[src/rtl/ppc_pkg.sv]
// Package for the pedal position conditioner.
// Holds widths, reset values, filter constants, the controller state type and the
// command and status structs that pass between the controller and the datapath.
package ppc_pkg;

  localparam int NUM_PEDALS = 3;
  localparam int NUM_REGS   = 6;
  localparam int SEL_W      = 2;
  localparam int MV_W       = 12;
  localparam int VAL_W      = 8;
  localparam int SMOOTH_W   = 16;
  localparam int CFG_IDX_W  = 3;
  localparam int PED_IDX_W  = $clog2(NUM_PEDALS);

  localparam logic [MV_W-1:0] LOW_RESET  = 12'd1000;
  localparam logic [MV_W-1:0] HIGH_RESET = 12'd3200;

  // floor(x / 20) == (x * RECIP20) >> 16 for every x up to 4114.
  localparam logic [11:0] RECIP20    = 12'd3277;
  localparam logic [4:0]  ROUND_UP20 = 5'd19;

  localparam int SLEW_MAX    = 12;
  localparam int DELTA_LIMIT = 15 * 256;
  localparam logic [8:0] ALPHA_FAST = 9'd179;
  localparam logic [8:0] ALPHA_SLOW = 9'd51;

  localparam int DIV_STEPS = VAL_W;
  localparam int CNT_W     = $clog2(DIV_STEPS);

  typedef logic [PED_IDX_W-1:0] ped_idx_t;

  typedef enum logic [2:0] {
    S_IDLE,
    S_DEAD,
    S_RANGE,
    S_DIV,
    S_SMOOTH,
    S_COMMIT
  } ppc_state_t;

  typedef struct packed {
    logic load;
    logic dead;
    logic range;
    logic div_step;
    logic smooth;
    logic commit;
  } ppc_cmd_t;

  typedef struct packed {
    logic sel_bad;
    logic out_free;
  } ppc_status_t;

endpackage

[src/rtl/ppc_if.sv]
// Request channel interfaces of the pedal position conditioner.
// Depends on ppc_pkg for the field widths.
interface ppc_sample_if import ppc_pkg::*; ();
  logic             valid;
  logic             ready;
  logic [SEL_W-1:0] pedal_sel;
  logic [MV_W-1:0]  sample_mv;

  modport source (output valid, output pedal_sel, output sample_mv, input ready);
  modport sink (input valid, input pedal_sel, input sample_mv, output ready);
endinterface

interface ppc_result_if import ppc_pkg::*; ();
  logic             valid;
  logic             ready;
  logic [SEL_W-1:0] pedal_out;
  logic [VAL_W-1:0] pedal_value;

  modport source (output valid, output pedal_out, output pedal_value, input ready);
  modport sink (input valid, input pedal_out, input pedal_value, output ready);
endinterface

[src/rtl/pedal_position_conditioner.sv]
// Top level of the pedal position conditioner.
// Depends on ppc_pkg, the channel interfaces in ppc_if, ppc_ctrl and ppc_datapath.
//
// Each request carries a millivolt sample for one of three pedals (0 sustain,
// 1 sostenuto, 2 soft) and yields exactly one result with the pedal index and a
// conditioned position from 0 (released) to 255 (pressed). The calibrated range of
// the pedal is narrowed by a 5% dead zone at each end, the sample is clamped into
// it and scaled to 0..255, then passed through an adaptive exponential average
// (fast when the step exceeds 15 counts) and a slew limiter of 12 counts per request.
// A pedal whose narrowed range is empty or inverted reads as 0 before smoothing.
// A pedal index of 3 returns value 0 and leaves all state unchanged. Calibration is
// written through cfg_we, cfg_index and cfg_data (indexes 0..5: low then high of
// each pedal, reset 1000 mV and 3200 mV); writes to indexes 6 and 7 are dropped,
// and writes are expected only while no request is in flight. After a valid
// request is accepted, the next one is accepted only once the first has passed
// the dead zone and range steps, the bit-serial divide that scales the clamped
// sample, and the smooth and commit steps; an out-of-range pedal index skips
// the range, divide and smooth steps. The last step waits while an earlier
// result still sits unclaimed in the result register, which stretches the gap
// by the time the receiver holds off. The result register frees the input side, so
// a new request may be accepted while the previous result still waits to be taken.
module pedal_position_conditioner import ppc_pkg::*; (
  input  logic                 clk,
  input  logic                 rst,
  input  logic                 cfg_we,
  input  logic [CFG_IDX_W-1:0] cfg_index,
  input  logic [MV_W-1:0]      cfg_data,
  ppc_sample_if.sink           sample_ch,
  ppc_result_if.source         result_ch
);

  ppc_cmd_t    cmd;
  ppc_status_t st;

  // The controller sequences dead zone, range, divide, smooth and commit steps.
  ppc_ctrl u_ctrl (
    .clk      (clk),
    .rst      (rst),
    .in_valid (sample_ch.valid),
    .in_ready (sample_ch.ready),
    .st       (st),
    .cmd      (cmd)
  );

  // The datapath holds the calibration, the per-pedal filter state and the result.
  ppc_datapath u_dp (
    .clk         (clk),
    .rst         (rst),
    .cfg_we      (cfg_we),
    .cfg_index   (cfg_index),
    .cfg_data    (cfg_data),
    .cmd         (cmd),
    .st          (st),
    .pedal_sel   (sample_ch.pedal_sel),
    .sample_mv   (sample_ch.sample_mv),
    .out_valid   (result_ch.valid),
    .out_ready   (result_ch.ready),
    .pedal_out   (result_ch.pedal_out),
    .pedal_value (result_ch.pedal_value)
  );

  // An accepted request always starts with the dead zone step.
  a_load_then_dead: assert property (@(posedge clk) disable iff (rst)
    (sample_ch.valid && sample_ch.ready) |=> cmd.dead)
    else $error("accepted request did not enter the dead zone step");

  // The controller issues at most one command per cycle.
  a_one_cmd: assert property (@(posedge clk) disable iff (rst)
    $onehot0({cmd.load, cmd.dead, cmd.range, cmd.div_step, cmd.smooth, cmd.commit}))
    else $error("more than one datapath command in a cycle");

  // A result is only written when the result register can take it.
  a_commit_free: assert property (@(posedge clk) disable iff (rst)
    cmd.commit |-> st.out_free)
    else $error("commit while the result register is still occupied");

  // A commit always presents a result in the next cycle.
  a_commit_valid: assert property (@(posedge clk) disable iff (rst)
    cmd.commit |=> result_ch.valid)
    else $error("commit did not produce a valid result");

endmodule

[src/rtl/ppc_ctrl.sv]
// Controller state machine of the pedal position conditioner.
// Depends on ppc_pkg; drives the datapath through ppc_cmd_t.
module ppc_ctrl import ppc_pkg::*; (
  input  logic        clk,
  input  logic        rst,
  input  logic        in_valid,
  output logic        in_ready,
  input  ppc_status_t st,
  output ppc_cmd_t    cmd
);

  ppc_state_t       state, state_next;
  logic [CNT_W-1:0] cnt, cnt_next;

  always_ff @(posedge clk) begin
    if (rst) begin
      state <= S_IDLE;
      cnt   <= '0;
    end else begin
      state <= state_next;
      cnt   <= cnt_next;
    end
  end

  always_comb begin
    state_next = state;
    cnt_next   = cnt;
    case (state)
      S_IDLE: begin
        if (in_valid) state_next = S_DEAD;
      end
      S_DEAD: begin
        state_next = st.sel_bad ? S_COMMIT : S_RANGE;
      end
      S_RANGE: begin
        state_next = S_DIV;
        cnt_next   = '0;
      end
      S_DIV: begin
        cnt_next = cnt + 1'b1;
        if (cnt == CNT_W'(DIV_STEPS - 1)) state_next = S_SMOOTH;
      end
      S_SMOOTH: begin
        state_next = S_COMMIT;
      end
      S_COMMIT: begin
        if (st.out_free) state_next = S_IDLE;
      end
      default: begin
        state_next = S_IDLE;
      end
    endcase
  end

  always_comb begin
    cmd          = '0;
    in_ready     = 1'b0;
    case (state)
      S_IDLE: begin
        in_ready = 1'b1;
        cmd.load = in_valid;
      end
      S_DEAD:   cmd.dead     = 1'b1;
      S_RANGE:  cmd.range    = 1'b1;
      S_DIV:    cmd.div_step = 1'b1;
      S_SMOOTH: cmd.smooth   = 1'b1;
      S_COMMIT: cmd.commit   = st.out_free;
      default: begin
        cmd = '0;
      end
    endcase
  end

endmodule

[src/rtl/ppc_datapath.sv]
// Datapath of the pedal position conditioner: calibration registers, dead zone,
// serial divider, adaptive smoothing, slew limiter, per-pedal state and result register.
// Depends on ppc_pkg; steered by ppc_ctrl through ppc_cmd_t.
module ppc_datapath import ppc_pkg::*; (
  input  logic                 clk,
  input  logic                 rst,
  input  logic                 cfg_we,
  input  logic [CFG_IDX_W-1:0] cfg_index,
  input  logic [MV_W-1:0]      cfg_data,
  input  ppc_cmd_t             cmd,
  output ppc_status_t          st,
  input  logic [SEL_W-1:0]     pedal_sel,
  input  logic [MV_W-1:0]      sample_mv,
  output logic                 out_valid,
  input  logic                 out_ready,
  output logic [SEL_W-1:0]     pedal_out,
  output logic [VAL_W-1:0]     pedal_value
);

  logic [MV_W-1:0]     cal_low  [NUM_PEDALS];
  logic [MV_W-1:0]     cal_high [NUM_PEDALS];
  logic [SMOOTH_W-1:0] smooth   [NUM_PEDALS];
  logic [VAL_W-1:0]    prev     [NUM_PEDALS];

  logic [SEL_W-1:0]  sel;
  logic [MV_W-1:0]   sample;
  logic              sel_bad;
  logic              span_neg;
  logic [7:0]        fl, cl;
  logic              wpos;
  logic [MV_W-1:0]   rem;
  logic [VAL_W-1:0]  num_lo;
  logic [MV_W-1:0]   divisor;
  logic [VAL_W-1:0]  quot;
  logic signed [25:0] prod;

  ped_idx_t          pidx;
  ped_idx_t          cfg_ped;
  logic [MV_W-1:0]   low_c, high_c;

  // Dead zone margins.
  logic [MV_W-1:0]   span_abs;
  logic [12:0]       span_up;
  logic [23:0]       fl_prod;
  logic [24:0]       cl_prod;

  // Narrowed range, clamp and numerator.
  logic signed [13:0] lo_s, hi_s, width_s;
  logic               wpos_c;
  logic [MV_W-1:0]    lo12, hi12, clamped, offset;
  logic [19:0]        num;

  // Divider step.
  logic [12:0]        trial;
  logic               qbit;

  // Smoothing and slew limiting.
  logic [VAL_W-1:0]   raw;
  logic signed [17:0] delta;
  logic signed [9:0]  alpha_s;
  logic signed [17:0] inc;
  logic signed [18:0] sm_sum;
  logic [SMOOTH_W-1:0] sm_new;
  logic [VAL_W-1:0]   level;
  logic signed [8:0]  diff;
  logic [VAL_W-1:0]   pv_new;

  assign pidx    = sel[PED_IDX_W-1:0];
  assign cfg_ped = cfg_index[PED_IDX_W:1];
  assign low_c   = cal_low[pidx];
  assign high_c  = cal_high[pidx];

  always_comb begin
    span_abs = (high_c >= low_c) ? (high_c - low_c) : (low_c - high_c);
    span_up  = {1'b0, span_abs} + 13'(ROUND_UP20);
    fl_prod  = span_abs * RECIP20;
    cl_prod  = span_up * RECIP20;
  end

  always_comb begin
    if (span_neg) begin
      lo_s = $signed({2'b00, low_c})  - $signed({6'd0, cl});
      hi_s = $signed({2'b00, high_c}) + $signed({6'd0, fl});
    end else begin
      lo_s = $signed({2'b00, low_c})  + $signed({6'd0, fl});
      hi_s = $signed({2'b00, high_c}) - $signed({6'd0, cl});
    end
    width_s = hi_s - lo_s;
    wpos_c  = !span_neg && (width_s > 14'sd0);
    lo12    = lo_s[MV_W-1:0];
    hi12    = hi_s[MV_W-1:0];
    if (sample < lo12)      clamped = lo12;
    else if (sample > hi12) clamped = hi12;
    else                    clamped = sample;
    offset = clamped - lo12;
    num    = {offset, 8'd0} - {8'd0, offset};
  end

  always_comb begin
    trial = {rem, num_lo[VAL_W-1]};
    qbit  = (trial >= {1'b0, divisor});
  end

  always_comb begin
    raw     = wpos ? quot : '0;
    delta   = $signed({2'b00, raw, 8'd0}) - $signed({2'b00, smooth[pidx]});
    alpha_s = ((delta > $signed(18'(DELTA_LIMIT))) || (delta < -$signed(18'(DELTA_LIMIT))))
              ? $signed({1'b0, ALPHA_FAST}) : $signed({1'b0, ALPHA_SLOW});
  end

  always_comb begin
    inc    = prod[25:8];
    sm_sum = $signed({3'b000, smooth[pidx]}) + $signed({inc[17], inc});
    if (sm_sum[18])             sm_new = '0;
    else if (|sm_sum[17:16])    sm_new = '1;
    else                        sm_new = sm_sum[SMOOTH_W-1:0];
    level = sm_new[SMOOTH_W-1:SMOOTH_W-VAL_W];
    diff  = $signed({1'b0, level}) - $signed({1'b0, prev[pidx]});
    if (diff > $signed(9'(SLEW_MAX)))       pv_new = prev[pidx] + VAL_W'(SLEW_MAX);
    else if (diff < -$signed(9'(SLEW_MAX))) pv_new = prev[pidx] - VAL_W'(SLEW_MAX);
    else                                    pv_new = level;
  end

  // Working registers of one request.
  always_ff @(posedge clk) begin
    if (cmd.load) begin
      sel     <= pedal_sel;
      sample  <= sample_mv;
      sel_bad <= (pedal_sel >= SEL_W'(NUM_PEDALS));
    end
    if (cmd.dead) begin
      span_neg <= (high_c < low_c);
      fl       <= fl_prod[23:16];
      cl       <= cl_prod[23:16];
    end
    if (cmd.range) begin
      wpos    <= wpos_c;
      rem     <= num[19:8];
      num_lo  <= num[7:0];
      divisor <= width_s[MV_W-1:0];
      quot    <= '0;
    end
    if (cmd.div_step) begin
      rem    <= qbit ? (trial[MV_W-1:0] - divisor) : trial[MV_W-1:0];
      num_lo <= {num_lo[VAL_W-2:0], 1'b0};
      quot   <= {quot[VAL_W-2:0], qbit};
    end
    if (cmd.smooth) begin
      prod <= 26'(alpha_s * delta);
    end
  end

  // Calibration and per-pedal filter state.
  always_ff @(posedge clk) begin
    if (rst) begin
      for (int i = 0; i < NUM_PEDALS; i++) begin
        cal_low[i]  <= LOW_RESET;
        cal_high[i] <= HIGH_RESET;
        smooth[i]   <= '0;
        prev[i]     <= '0;
      end
    end else begin
      if (cfg_we && (cfg_index < CFG_IDX_W'(NUM_REGS))) begin
        if (cfg_index[0]) cal_high[cfg_ped] <= cfg_data;
        else              cal_low[cfg_ped]  <= cfg_data;
      end
      if (cmd.commit && !sel_bad) begin
        smooth[pidx] <= sm_new;
        prev[pidx]   <= pv_new;
      end
    end
  end

  // Result register.
  always_ff @(posedge clk) begin
    if (rst) begin
      out_valid <= 1'b0;
    end else if (cmd.commit) begin
      out_valid <= 1'b1;
    end else if (out_ready) begin
      out_valid <= 1'b0;
    end
  end

  always_ff @(posedge clk) begin
    if (cmd.commit) begin
      pedal_out   <= sel;
      pedal_value <= sel_bad ? '0 : pv_new;
    end
  end

  assign st.sel_bad  = sel_bad;
  assign st.out_free = !out_valid || out_ready;

endmodule

[src/flat_wrapper.sv]
// flat-port wrapper written by rule: the top's interface ports become plain ports
module pedal_position_conditioner_flat import ppc_pkg::*;
  (clk, rst, cfg_we, cfg_index, cfg_data, sample_ch_valid, sample_ch_pedal_sel, sample_ch_sample_mv, sample_ch_ready, result_ch_valid, result_ch_pedal_out, result_ch_pedal_value, result_ch_ready);
  ppc_sample_if sample_ch_i ();
  ppc_result_if result_ch_i ();
  input  logic clk;
  input  logic rst;
  input  logic cfg_we;
  input  logic [CFG_IDX_W-1:0] cfg_index;
  input  logic [MV_W-1:0] cfg_data;
  input wire logic [$bits(sample_ch_i.valid)-1:0] sample_ch_valid;
  input wire logic [$bits(sample_ch_i.pedal_sel)-1:0] sample_ch_pedal_sel;
  input wire logic [$bits(sample_ch_i.sample_mv)-1:0] sample_ch_sample_mv;
  output wire logic [$bits(sample_ch_i.ready)-1:0] sample_ch_ready;
  output wire logic [$bits(result_ch_i.valid)-1:0] result_ch_valid;
  output wire logic [$bits(result_ch_i.pedal_out)-1:0] result_ch_pedal_out;
  output wire logic [$bits(result_ch_i.pedal_value)-1:0] result_ch_pedal_value;
  input wire logic [$bits(result_ch_i.ready)-1:0] result_ch_ready;
  assign sample_ch_i.valid = sample_ch_valid;
  assign sample_ch_i.pedal_sel = sample_ch_pedal_sel;
  assign sample_ch_i.sample_mv = sample_ch_sample_mv;
  assign sample_ch_ready = sample_ch_i.ready;
  assign result_ch_valid = result_ch_i.valid;
  assign result_ch_pedal_out = result_ch_i.pedal_out;
  assign result_ch_pedal_value = result_ch_i.pedal_value;
  assign result_ch_i.ready = result_ch_ready;
  pedal_position_conditioner u_core (.clk(clk), .rst(rst), .cfg_we(cfg_we), .cfg_index(cfg_index), .cfg_data(cfg_data), .sample_ch(sample_ch_i), .result_ch(result_ch_i));
endmodule
[config.mk]
export PLATFORM = sky130hd
export DESIGN_NAME = pedal_position_conditioner_flat
export DESIGN_NICKNAME = d
export VERILOG_FILES = /design/src/rtl/ppc_pkg.sv /design/src/rtl/ppc_if.sv /design/src/rtl/pedal_position_conditioner.sv /design/src/rtl/ppc_ctrl.sv /design/src/rtl/ppc_datapath.sv /design/src/flat_wrapper.sv
export SDC_FILE = /design/constraint.sdc
export NUM_CORES = 1
export LEC_CHECK = 0
export ABC_AREA = 1
export BUFFER_PORTS_ARGS = -buffer_cell sky130_fd_sc_hd__buf_2
export CORE_ASPECT_RATIO = 0.5
export CORE_UTILIZATION = 55
export DETAILED_ROUTE_END_ITERATION = 10
export HOLD_SLACK_MARGIN = 0.08
export PLACE_DENSITY = 0.78
export SETUP_SLACK_MARGIN = 0.1
export SLEW_MARGIN = 20
export SYNTH_ARGS = -nofsm -noshare
export SYNTH_HDL_FRONTEND = slang
export SYNTH_HIERARCHICAL = 1
export SYNTH_SLANG_ARGS = --single-unit
[constraint.sdc]
create_clock -name clk -period 16.6 [get_ports clk]
set_clock_uncertainty 0.1 [all_clocks]
set_input_delay 2.49 -clock clk [delete_from_list [all_inputs] [get_ports clk]]
set_output_delay 2.49 -clock clk [all_outputs]
set_load 0.1 [all_outputs]
==> flow_metrics.py, run 1 <==
metrics = {
    "timing": {
        "timing.final.crit_share_pct": 62.1,
        "setup_viol": 0,
        "slew_headroom_pct": 25.4,
        "drv_slew": 0,
        "post-route-min-period_ps": 10310,
        "tns_ps": 0,
        "clock.fmax_ghz": 0.0970,
        "rsz0062_at_grt": "no",
        "worstMarginPinSlew_ps": 1110,
        "final-hold-violation-count": 0,
    },
    "cts": {
        "cts_buffers": 29,
        "clock_latency_ps": 600,
        "clk_pin_slew_worst_paths_ps": 70,
        "cts_sinks": 302,
        "htreeDepth": 1,
        "post-cts-setup-buffers": 0,
        "cts_tree": "built",
        "clock_tree.root_cell": "clkbuf_16",
        "clk_path_buf_depth": 3,
        "hold_buffers": 0,
        "cts.repair.resized": 0,
    },
    "global_routing": {
        "track_usage_pct": 27.6,
        "grt-ovfl-total": 0,
        "grt_pass1_vias": 22528,
        "grt_start_max_net_pins": 63,
        "antenna_found_initial": 4,
        "grt_pass1_wl_um": 117000,
    },
    "status": {
        "outcome": "finished, final reports clean",
    },
    "synth": {
        "synthesis.area_um2": 28900,
        "synth.ff_latch_count": 302,
        "synth_flop_cell": "edfxtp_1",
        "ys_warn_count": 6,
        "synth_seq_area_share_pct": 31.1,
        "syn-mean-instance-area_um2": 8.42,
        "synth_edf_count": 292,
        "synth.distinct_cells": 63,
        "synthArstFlopShare_pct": 0,
        "synthesis.instances": 3429,
    },
    "floorplanning": {
        "initial_core_util_pct": 56.6,
        "die-height_um": 164,
        "core_um2": 51000,
        "die_x_um": 326,
        "ioPinCount": 46,
        "die-area_um2": 53400,
        "rows": 58,
    },
    "critical_path": {
        "cp_common_cell": "nand2_1",
        "critPathLaunchType": "flip-flop",
        "crit_type": "flip-flop to flip-flop",
        "path_max_fanout": 46,
        "critPathArrivalTime_ps": 10530,
        "slowest_stage": "o21ai_0",
        "cp.required_ps": 16830,
        "slowest_delay_ps": 960,
        "worstSetupEndpointType": "flip-flop",
    },
    "job": {
        "drv_cap": 0,
    },
    "route": {
        "detail-route-antenna-nets": 0,
        "drtIter0Drc": 2014,
        "avgRoutedWirePerCell_um": 17.4,
        "via_count": 23243,
        "drc": 0,
        "drt_wl_total_um": 73200,
        "firstDrtPassIters": 6,
        "detail_route.vias_per_cell": 5.54,
    },
    "place": {
        "hpwlAfterDp_um": 58300,
        "port_buffers": 45,
        "gp_congestion": 0.988,
    },
    "layout": {
        "mostFrequentLayoutCells": "nand2_1, inv_1, ha_1, edfxtp_1, nor2_1",
        "synthToLayoutAreaGrowth_pct": 6.48,
        "finish.net_count": 4055,
        "final_common_cell": "nand2_1",
        "layout-drive-gt1-share_pct": 5.22,
    },
    "hold_path": {
        "hold_class": "flip-flop to flip-flop",
        "hp-start": "u_core/u_ctrl/cnt[2]$_SDFFE_PP0P_",
    },
}
[layer usage]
layer	vias up	track usage, %	wire, um
li1	11377	-	-
met4	2	7.90	2090
met3	124	3.19	4830
met2	828	46.1	33400
met5	-	0	14
met1	10912	38.1	32800
[cell usage after synthesis (23+ instances only)]
cell | number | share of area (%)
nand2_1 | 726 | 9.4
inv_1 | 604 | 7.9
ha_1 | 403 | 17
edfxtp_1 | 292 | 30
nor2_1 | 267 | 3.5
a21oi_1 | 242 | 4.2
nand3_1 | 139 | 2.4
fa_1 | 135 | 9.4
o21ai_0 | 118 | 2.0
xor2_1 | 105 | 3.2
xnor2_1 | 34 | 1.0
a32oi_1 | 28 | 0.85
clkbuf_1 | 27 | 0.35
nor3_1 | 27 | 0.47
nand4_1 | 23 | 0.50
[area by class of cell]
| type | instances | area [um^2] |
|---|---|---|
| fillers | 4453 | 20300 |
| clock buffers | 35 | 748 |
| multi-input cells | 2469 | 17300 |
| well taps | 690 | 863 |
| flip-flops and latches | 302 | 8970 |
| diodes | 3 | 7.51 |
| clock inverters | 19 | 144 |
| inverters | 622 | 2330 |
| repair buffers | 59 | 330 |
[through the flow]
| stage | utilization [%] | std cells | setup WS, ps | hold slack [ps] | area, um^2 |
|---|---|---|---|---|---|
| 3_3_place_gp | 58.5 | 4142 | 6870 | 351 | 29800 |
| 4_1_cts | 60.2 | 4196 | 6510 | 376 | 30700 |
| 5_1_grt | 60.2 | 4199 | 5650 | 400 | 30700 |
| 6_report | 60.2 | 4199 | 6290 | 369 | 30700 |
| 2_1_floorplan | - | 3452 | 7570 | 337 | 28900 |
| 3_5_place_dp | 58.5 | 4142 | 6560 | 365 | 29800 |
[final timing paths]
path / to / slack [ps] / cells past startpoint
min: u_core/u_ctrl/cnt[2]$_SDFFE_PP0P_ / 370 / 2
max: u_core/u_dp/cl[4]$_DFFE_PP_ / 6290 / 38
max reg2reg: u_core/u_dp/cl[4]$_DFFE_PP_ / 6290 / 38
min reg2reg: u_core/u_ctrl/cnt[2]$_SDFFE_PP0P_ / 370 / 2
[state kept, by name, indices dropped and copies added, names as in the netlist, named ones only]
register / cells
u_core/u_dp/pedal_value: 8
u_core/u_dp/smooth: 64
u_core/u_dp/cal_low: 48
u_core/u_dp/num_lo: 8
u_core/u_dp/cal_high: 48
u_core/u_dp/out_valid: 1
u_core/u_ctrl/cnt: 3
u_core/u_ctrl/state: 3
u_core/u_dp/pedal_out: 2
u_core/u_dp/sample: 12
u_core/u_dp/fl: 8
u_core/u_dp/wpos: 1
u_core/u_dp/prev: 32
u_core/u_dp/divisor: 12
u_core/u_dp/sel_bad: 1
u_core/u_dp/pidx: 2
u_core/u_dp/cl: 8
u_core/u_dp/quot: 8
u_core/u_dp/rem: 12
u_core/u_dp/span_neg: 1
u_core/u_dp/prod: 18
[worst max-delay path: cells and delay by family (launching register included)]
kind | cells | cell delay (ps)
xor+xnor | 2 | 520
buf+inv | 8 | 1830
simple gates | 13 | 1570
fa+ha+maj | 8 | 3400
flops | 1 | 490
compound gates | 7 | 2080
[logic make-up (layout without fill, tap and decap cells)]
logic type | count (synthesis) | after routing | synth area share, %
XOR/XNOR | 141 | 141 | 4.33
other | 1 | 27 | 0.0130
multiplexers | 4 | 4 | 0.139
adder cells (fa/ha/maj) | 538 | 538 | 26.8
AO/OA/AOI/OAI | 510 | 510 | 10.2
flip-flops | 302 | 302 | 31.1
AND/OR/NAND/NOR | 1252 | 1252 | 18.1
buffers and inverters | 681 | 735 | 9.24
Power of run 1 is not shown: default switching activity piles up to over one toggle a cycle in this logic, so the estimate is an artifact.
==> run 2: changes to the inputs <==
==> constraint.sdc (replaced) <==
create_clock -name clk -period 10.6 [get_ports clk]
set_clock_uncertainty 0.1 [all_clocks]
set_input_delay 1.59 -clock clk [delete_from_list [all_inputs] [get_ports clk]]
set_output_delay 1.59 -clock clk [all_outputs]
set_load 0.1 [all_outputs]
==> flow_metrics.py, run 2 (same netlist as run 1, synthesis figures left out) <==
metrics = {
    "route": {
        "avgRoutedWirePerCell_um": 17.7,
        "drc": 0,
        "drt_wl_total_um": 74300,
        "detail-route-antenna-nets": 0,
        "firstDrtPassIters": 8,
        "via_count": 23506,
        "drtIter0Drc": 2007,
        "detail_route.vias_per_cell": 5.59,
    },
    "timing": {
        "slew_headroom_pct": 21.1,
        "timing.final.crit_share_pct": 88.1,
        "rsz0062_at_grt": "no",
        "clock.fmax_ghz": 0.107,
        "drv_slew": 0,
        "setup_viol": 0,
        "tns_ps": 0,
        "worstMarginPinSlew_ps": 1170,
        "final-hold-violation-count": 0,
        "whs_ps": 380,
        "post-route-min-period_ps": 9340,
    },
    "cts": {
        "htreeDepth": 1,
        "post-cts-setup-buffers": 0,
        "cts_sinks": 302,
        "cts.repair.resized": 0,
        "clk_path_buf_depth": 3,
        "clock_tree.root_cell": "clkbuf_16",
        "hold_buffers": 0,
        "cts_tree": "built",
        "cts_buffers": 30,
        "clock_latency_ps": 580,
        "clk_pin_slew_worst_paths_ps": 70,
    },
    "critical_path": {
        "cp.required_ps": 10820,
        "cp_common_cell": "nand2_1",
        "slowest_stage": "inv_2",
        "critPathLaunchType": "flip-flop",
        "worstSetupEndpointType": "flip-flop",
        "critPathArrivalTime_ps": 9570,
        "path_max_fanout": 43,
        "slowest_delay_ps": 600,
        "crit_type": "flip-flop to flip-flop",
    },
    "floorplanning": {
        "die-area_um2": 53400,
        "core_um2": 51000,
        "ioPinCount": 46,
        "rows": 58,
        "die_x_um": 326,
        "die-height_um": 164,
        "initial_core_util_pct": 56.6,
    },
    "place": {
        "postPlaceCellArea_um2": 29800,
        "gp_congestion": 0.987,
        "port_buffers": 45,
        "hpwlAfterDp_um": 59600,
    },
    "global_routing": {
        "track_usage_pct": 28.1,
        "grt-ovfl-total": 0,
        "grt_pass1_wl_um": 119000,
        "grt_pass1_vias": 22870,
        "antenna_found_initial": 6,
        "grt_start_max_net_pins": 58,
    },
    "job": {
        "drv_cap": 0,
    },
    "layout": {
        "utilization_pct": 60.6,
        "layout-drive-gt1-share_pct": 5.61,
        "largest_register": "u_core/u_dp/smooth",
        "final_common_cell": "nand2_1",
        "synthToLayoutAreaGrowth_pct": 7.10,
        "finish.net_count": 4060,
        "largest_reg_flops": 64,
        "largestRegisters": "u_core/u_dp/smooth x64, u_core/u_dp/cal_high x48, u_core/u_dp/cal_low x48",
        "stdcell_area_um2": 30900,
        "mostFrequentLayoutCells": "nand2_1, inv_1, ha_1, edfxtp_1, nor2_1",
        "fillers": 4425,
    },
    "status": {
        "outcome": "finished, final reports clean",
    },
    "hold_path": {
        "hold_class": "flip-flop to flip-flop",
    },
}
==> run 2: layer usage <==
layer | vias to the layer above | track usage, % | share of wire (%)
met4 | 0 | 7.55 | 2.8
met3 | 127 | 3.42 | 6.4
met5 | - | 0 | 0
li1 | 11395 | - | -
met2 | 756 | 47.7 | 46
met1 | 11228 | 38.1 | 44
==> run 2: path summary, 6_finish.rpt <==
| kind | from | end | slack [ps] | cells after the start |
|---|---|---|---|---|
| worst max-delay path | flip-flop | u_core/u_dp/cl[4]$_DFFE_PP_ | 1260 | 39 |
| worst min-delay path | u_core/u_ctrl/cnt[1]$_SDFFE_PP0P_ | u_core/u_ctrl/cnt[1]$_SDFFE_PP0P_ | 380 | 2 |
| worst max register to register | flip-flop | u_core/u_dp/cl[4]$_DFFE_PP_ | 1260 | 39 |
| worst min register to register | u_core/u_ctrl/cnt[1]$_SDFFE_PP0P_ | u_core/u_ctrl/cnt[1]$_SDFFE_PP0P_ | 380 | 2 |
==> run 2: area by class of cell <==
cell class	instances	area, um^2	area share (%)
Sequential cell	302	8970	29.0
Timing Repair Buffer	63	360	1.17
Clock buffer	37	798	2.58
Inverter	622	2330	7.55
Multi-Input combinational cell	2469	17300	56.0
Antenna cell	5	12.5	0.0405
Clock inverter	18	245	0.793
Tap cell	690	863	2.79
==> run 2: critical path, delay by kind of cell, from the launching register on <==
kind                       cells  cell delay (ps)
and+or+nand+nor               13             1730
DFF                            1              300
buffers and inverters          9             1690
xor gates and xnor gates       2              570
adders and majority gates      8             3500
AOI/OAI and AO/OA              7             1160
==> run 2: metrics by stage <==
stage / worst slack (ps) / std cells
after floorplan: 1570 / 3452
final: 1260 / 4206
after global routing: 561 / 4204
after detailed placement: 1410 / 4146
after CTS: 1340 / 4201
after global placement: 1590 / 4146
Power of run 2 is left out for the same reason.
==> run 3: changes to the inputs <==
--- a/config.mk
+++ b/config.mk
@@ -10,6 +10,7 @@
 export CORE_ASPECT_RATIO = 0.5
 export CORE_UTILIZATION = 55
 export DETAILED_ROUTE_END_ITERATION = 10
+export GPL_ROUTABILITY_DRIVEN = 0
 export HOLD_SLACK_MARGIN = 0.08
 export PLACE_DENSITY = 0.78
 export SETUP_SLACK_MARGIN = 0.1
==> constraint.sdc (replaced) <==
create_clock -name clk -period 10.6 [get_ports clk]
set_clock_uncertainty 0.1 [all_clocks]
set_input_delay 0.53 -clock clk [delete_from_list [all_inputs] [get_ports clk]]
set_output_delay 0.53 -clock clk [all_outputs]
set_load 0.1 [all_outputs]
==> flow_metrics.py, run 3 (same netlist as run 1, synthesis figures left out) <==
metrics = {
    "status": {
        "outcome": "finished with violations",
        "violations": "DRC",
    },
    "timing": {
        "rsz0062_at_grt": "no",
        "tns_ps": 0,
        "final-hold-violation-count": 0,
        "slew_headroom_pct": 27.2,
        "drv_slew": 0,
        "clock.fmax_ghz": 0.104,
        "post-route-min-period_ps": 9590,
        "worstMarginPinSlew_ps": 1080,
        "setup_viol": 0,
        "timing.final.crit_share_pct": 90.4,
        "whs_ps": 110,
    },
    "layout": {
        "utilization_pct": 60.9,
        "largest_register": "u_core/u_dp/smooth",
        "largest_reg_flops": 64,
        "finish.net_count": 4080,
        "largestRegisters": "u_core/u_dp/smooth x64, u_core/u_dp/cal_high x48, u_core/u_dp/cal_low x48",
        "mostFrequentLayoutCells": "nand2_1, inv_1, ha_1, edfxtp_1, nor2_1",
        "synthToLayoutAreaGrowth_pct": 7.63,
        "stdcell_area_um2": 31100,
        "final_common_cell": "nand2_1",
        "layout-drive-gt1-share_pct": 5.55,
        "fillers": 4282,
    },
    "global_routing": {
        "grt_start_max_net_pins": 55,
        "antenna_found_initial": 4,
        "grt-ovfl-total": 0,
        "grt_pass1_wl_um": 116000,
        "track_usage_pct": 27.0,
        "grt_pass1_vias": 23002,
    },
    "cts": {
        "clk_pin_slew_worst_paths_ps": 70,
        "clk_path_buf_depth": 3,
        "cts.repair.resized": 0,
        "clock_latency_ps": 600,
        "clock_tree.root_cell": "clkbuf_16",
        "htreeDepth": 1,
        "cts_sinks": 302,
        "cts_buffers": 30,
        "cts_tree": "built",
    },
    "floorplanning": {
        "die-height_um": 164,
        "ioPinCount": 46,
        "rows": 58,
        "die-area_um2": 53400,
        "initial_core_util_pct": 56.6,
        "die_x_um": 326,
        "core_um2": 51000,
    },
    "critical_path": {
        "crit_type": "flip-flop to flip-flop",
        "critPathTopFamily": "adder cells",
        "crit_buf_inv": 6,
        "crit_cells": 38,
        "critPathLaunchType": "flip-flop",
        "rrSetupSlack_ps": 1010,
        "cp.required_ps": 10830,
        "slowest_stage": "inv_2",
        "path_max_fanout": 54,
        "worstSetupEndpointType": "flip-flop",
        "crit_end": "u_core/u_dp/cl[5]$_DFFE_PP_",
        "ff2ff_path_depth": 38,
        "r2r-end": "u_core/u_dp/cl[5]$_DFFE_PP_",
        "critPathArrivalTime_ps": 9810,
        "cp_common_cell": "nand2_1",
        "slowest_delay_ps": 620,
    },
    "hold_path": {
        "hold_class": "input pin to flip-flop",
    },
    "place": {
        "hpwlAfterDp_um": 56600,
        "postPlaceCellArea_um2": 29800,
        "port_buffers": 45,
    },
    "job": {
        "drv_cap": 0,
    },
    "route": {
        "detail-route-antenna-nets": 0,
        "avgRoutedWirePerCell_um": 17.1,
        "drtIter0Drc": 2272,
        "drt_wl_total_um": 72200,
        "via_count": 23778,
        "firstDrtPassIters": 9,
        "drc": 2,
        "detail_route.vias_per_cell": 5.63,
    },
}
-- run 3: cell count changes in the layout (fill, tap and decap cells not counted) --
cell,previous run,this run
clkinv_16,0,1
clkbuf_16,31,30
clkinvlp_4,4,3
bufinv_16,5,3
clkbuf_1,6,4
clkinv_2,3,7
diode_2,5,1
clkinv_1,5,7
buf_4,18,16
dlygate4sd3_1,0,22
-- run 3: cell type report --
class / count / area [um^2] / area share, %
tap: 690 / 863 / 2.78
clock buffer: 34 / 766 / 2.47
multi-input combinational: 2469 / 17300 / 55.8
clock inverter: 22 / 235 / 0.757
inverter: 622 / 2330 / 7.52
antenna: 1 / 2.50 / 0.00806
timing repair buffer: 83 / 566 / 1.82
sequential: 302 / 8970 / 28.9
-- run 3: worst reg2reg max path: cells and delay by family, from the launching register on --
family          cells  cell delay (ps)
simple gates       19             2620
buf+inv             6             1540
fa+ha+maj           8             3550
xor+xnor            2              460
compound gates      3              530
flops               1              520
-- run 3: worst min path at each step --
| stage | start | endpoint | slack (ps) | depth (start not counted) |
|---|---|---|---|---|
| 2_1_floorplan | u_core/u_ctrl/cnt[1]$_SDFFE_PP0P_ | u_core/u_ctrl/cnt[1]$_SDFFE_PP0P_ | 340 | 2 |
| 6_report | cfg_data[6] | u_core/u_dp/cal_low[3][6]$_DFFE_PP_ | 110 | 1 |
| 4_1_cts | cfg_data[6] | u_core/u_dp/cal_low[3][6]$_DFFE_PP_ | 80 | 1 |
| 3_5_place_dp | u_core/u_ctrl/cnt[1]$_SDFFE_PP0P_ | u_core/u_ctrl/cnt[1]$_SDFFE_PP0P_ | 370 | 2 |
| 5_1_grt | cfg_data[6] | u_core/u_dp/cal_high[3][6]$_DFFE_PP_ | 90 | 1 |
| 3_3_place_gp | u_core/u_ctrl/cnt[1]$_SDFFE_PP0P_ | u_core/u_ctrl/cnt[1]$_SDFFE_PP0P_ | 350 | 2 |
-- run 3: per-stage QoR --
step                      setup WS [ps]  cells
final                              1010   4223
after global routing                203   4222
after floorplan                    1570   3452
after CTS                          1100   4222
after global placement             1470   4144
after detailed placement           1180   4144
-- run 3: repair_timing --
item | CTS | global route
endpoints found under the setup margin | 0 | 0
endpoints found under the hold margin | 30 | 0
setup buffers | 0 | 0
hold buffers | 22 | 0
-- run 3: routing by layer --
layer / wire, um / vias to the layer above / part of all wire, % / global-route usage, %
met3: 6060 / 169 / 8.4 / 4.08
met5: 0 / - / 0 / 0
li1: - / 11417 / - / -
met2: 32900 / 1019 / 46 / 44.7
met1: 30900 / 11173 / 43 / 36.5
met4: 2410 / 0 / 3.3 / 8.98
Power of run 3 is left out for the same reason.
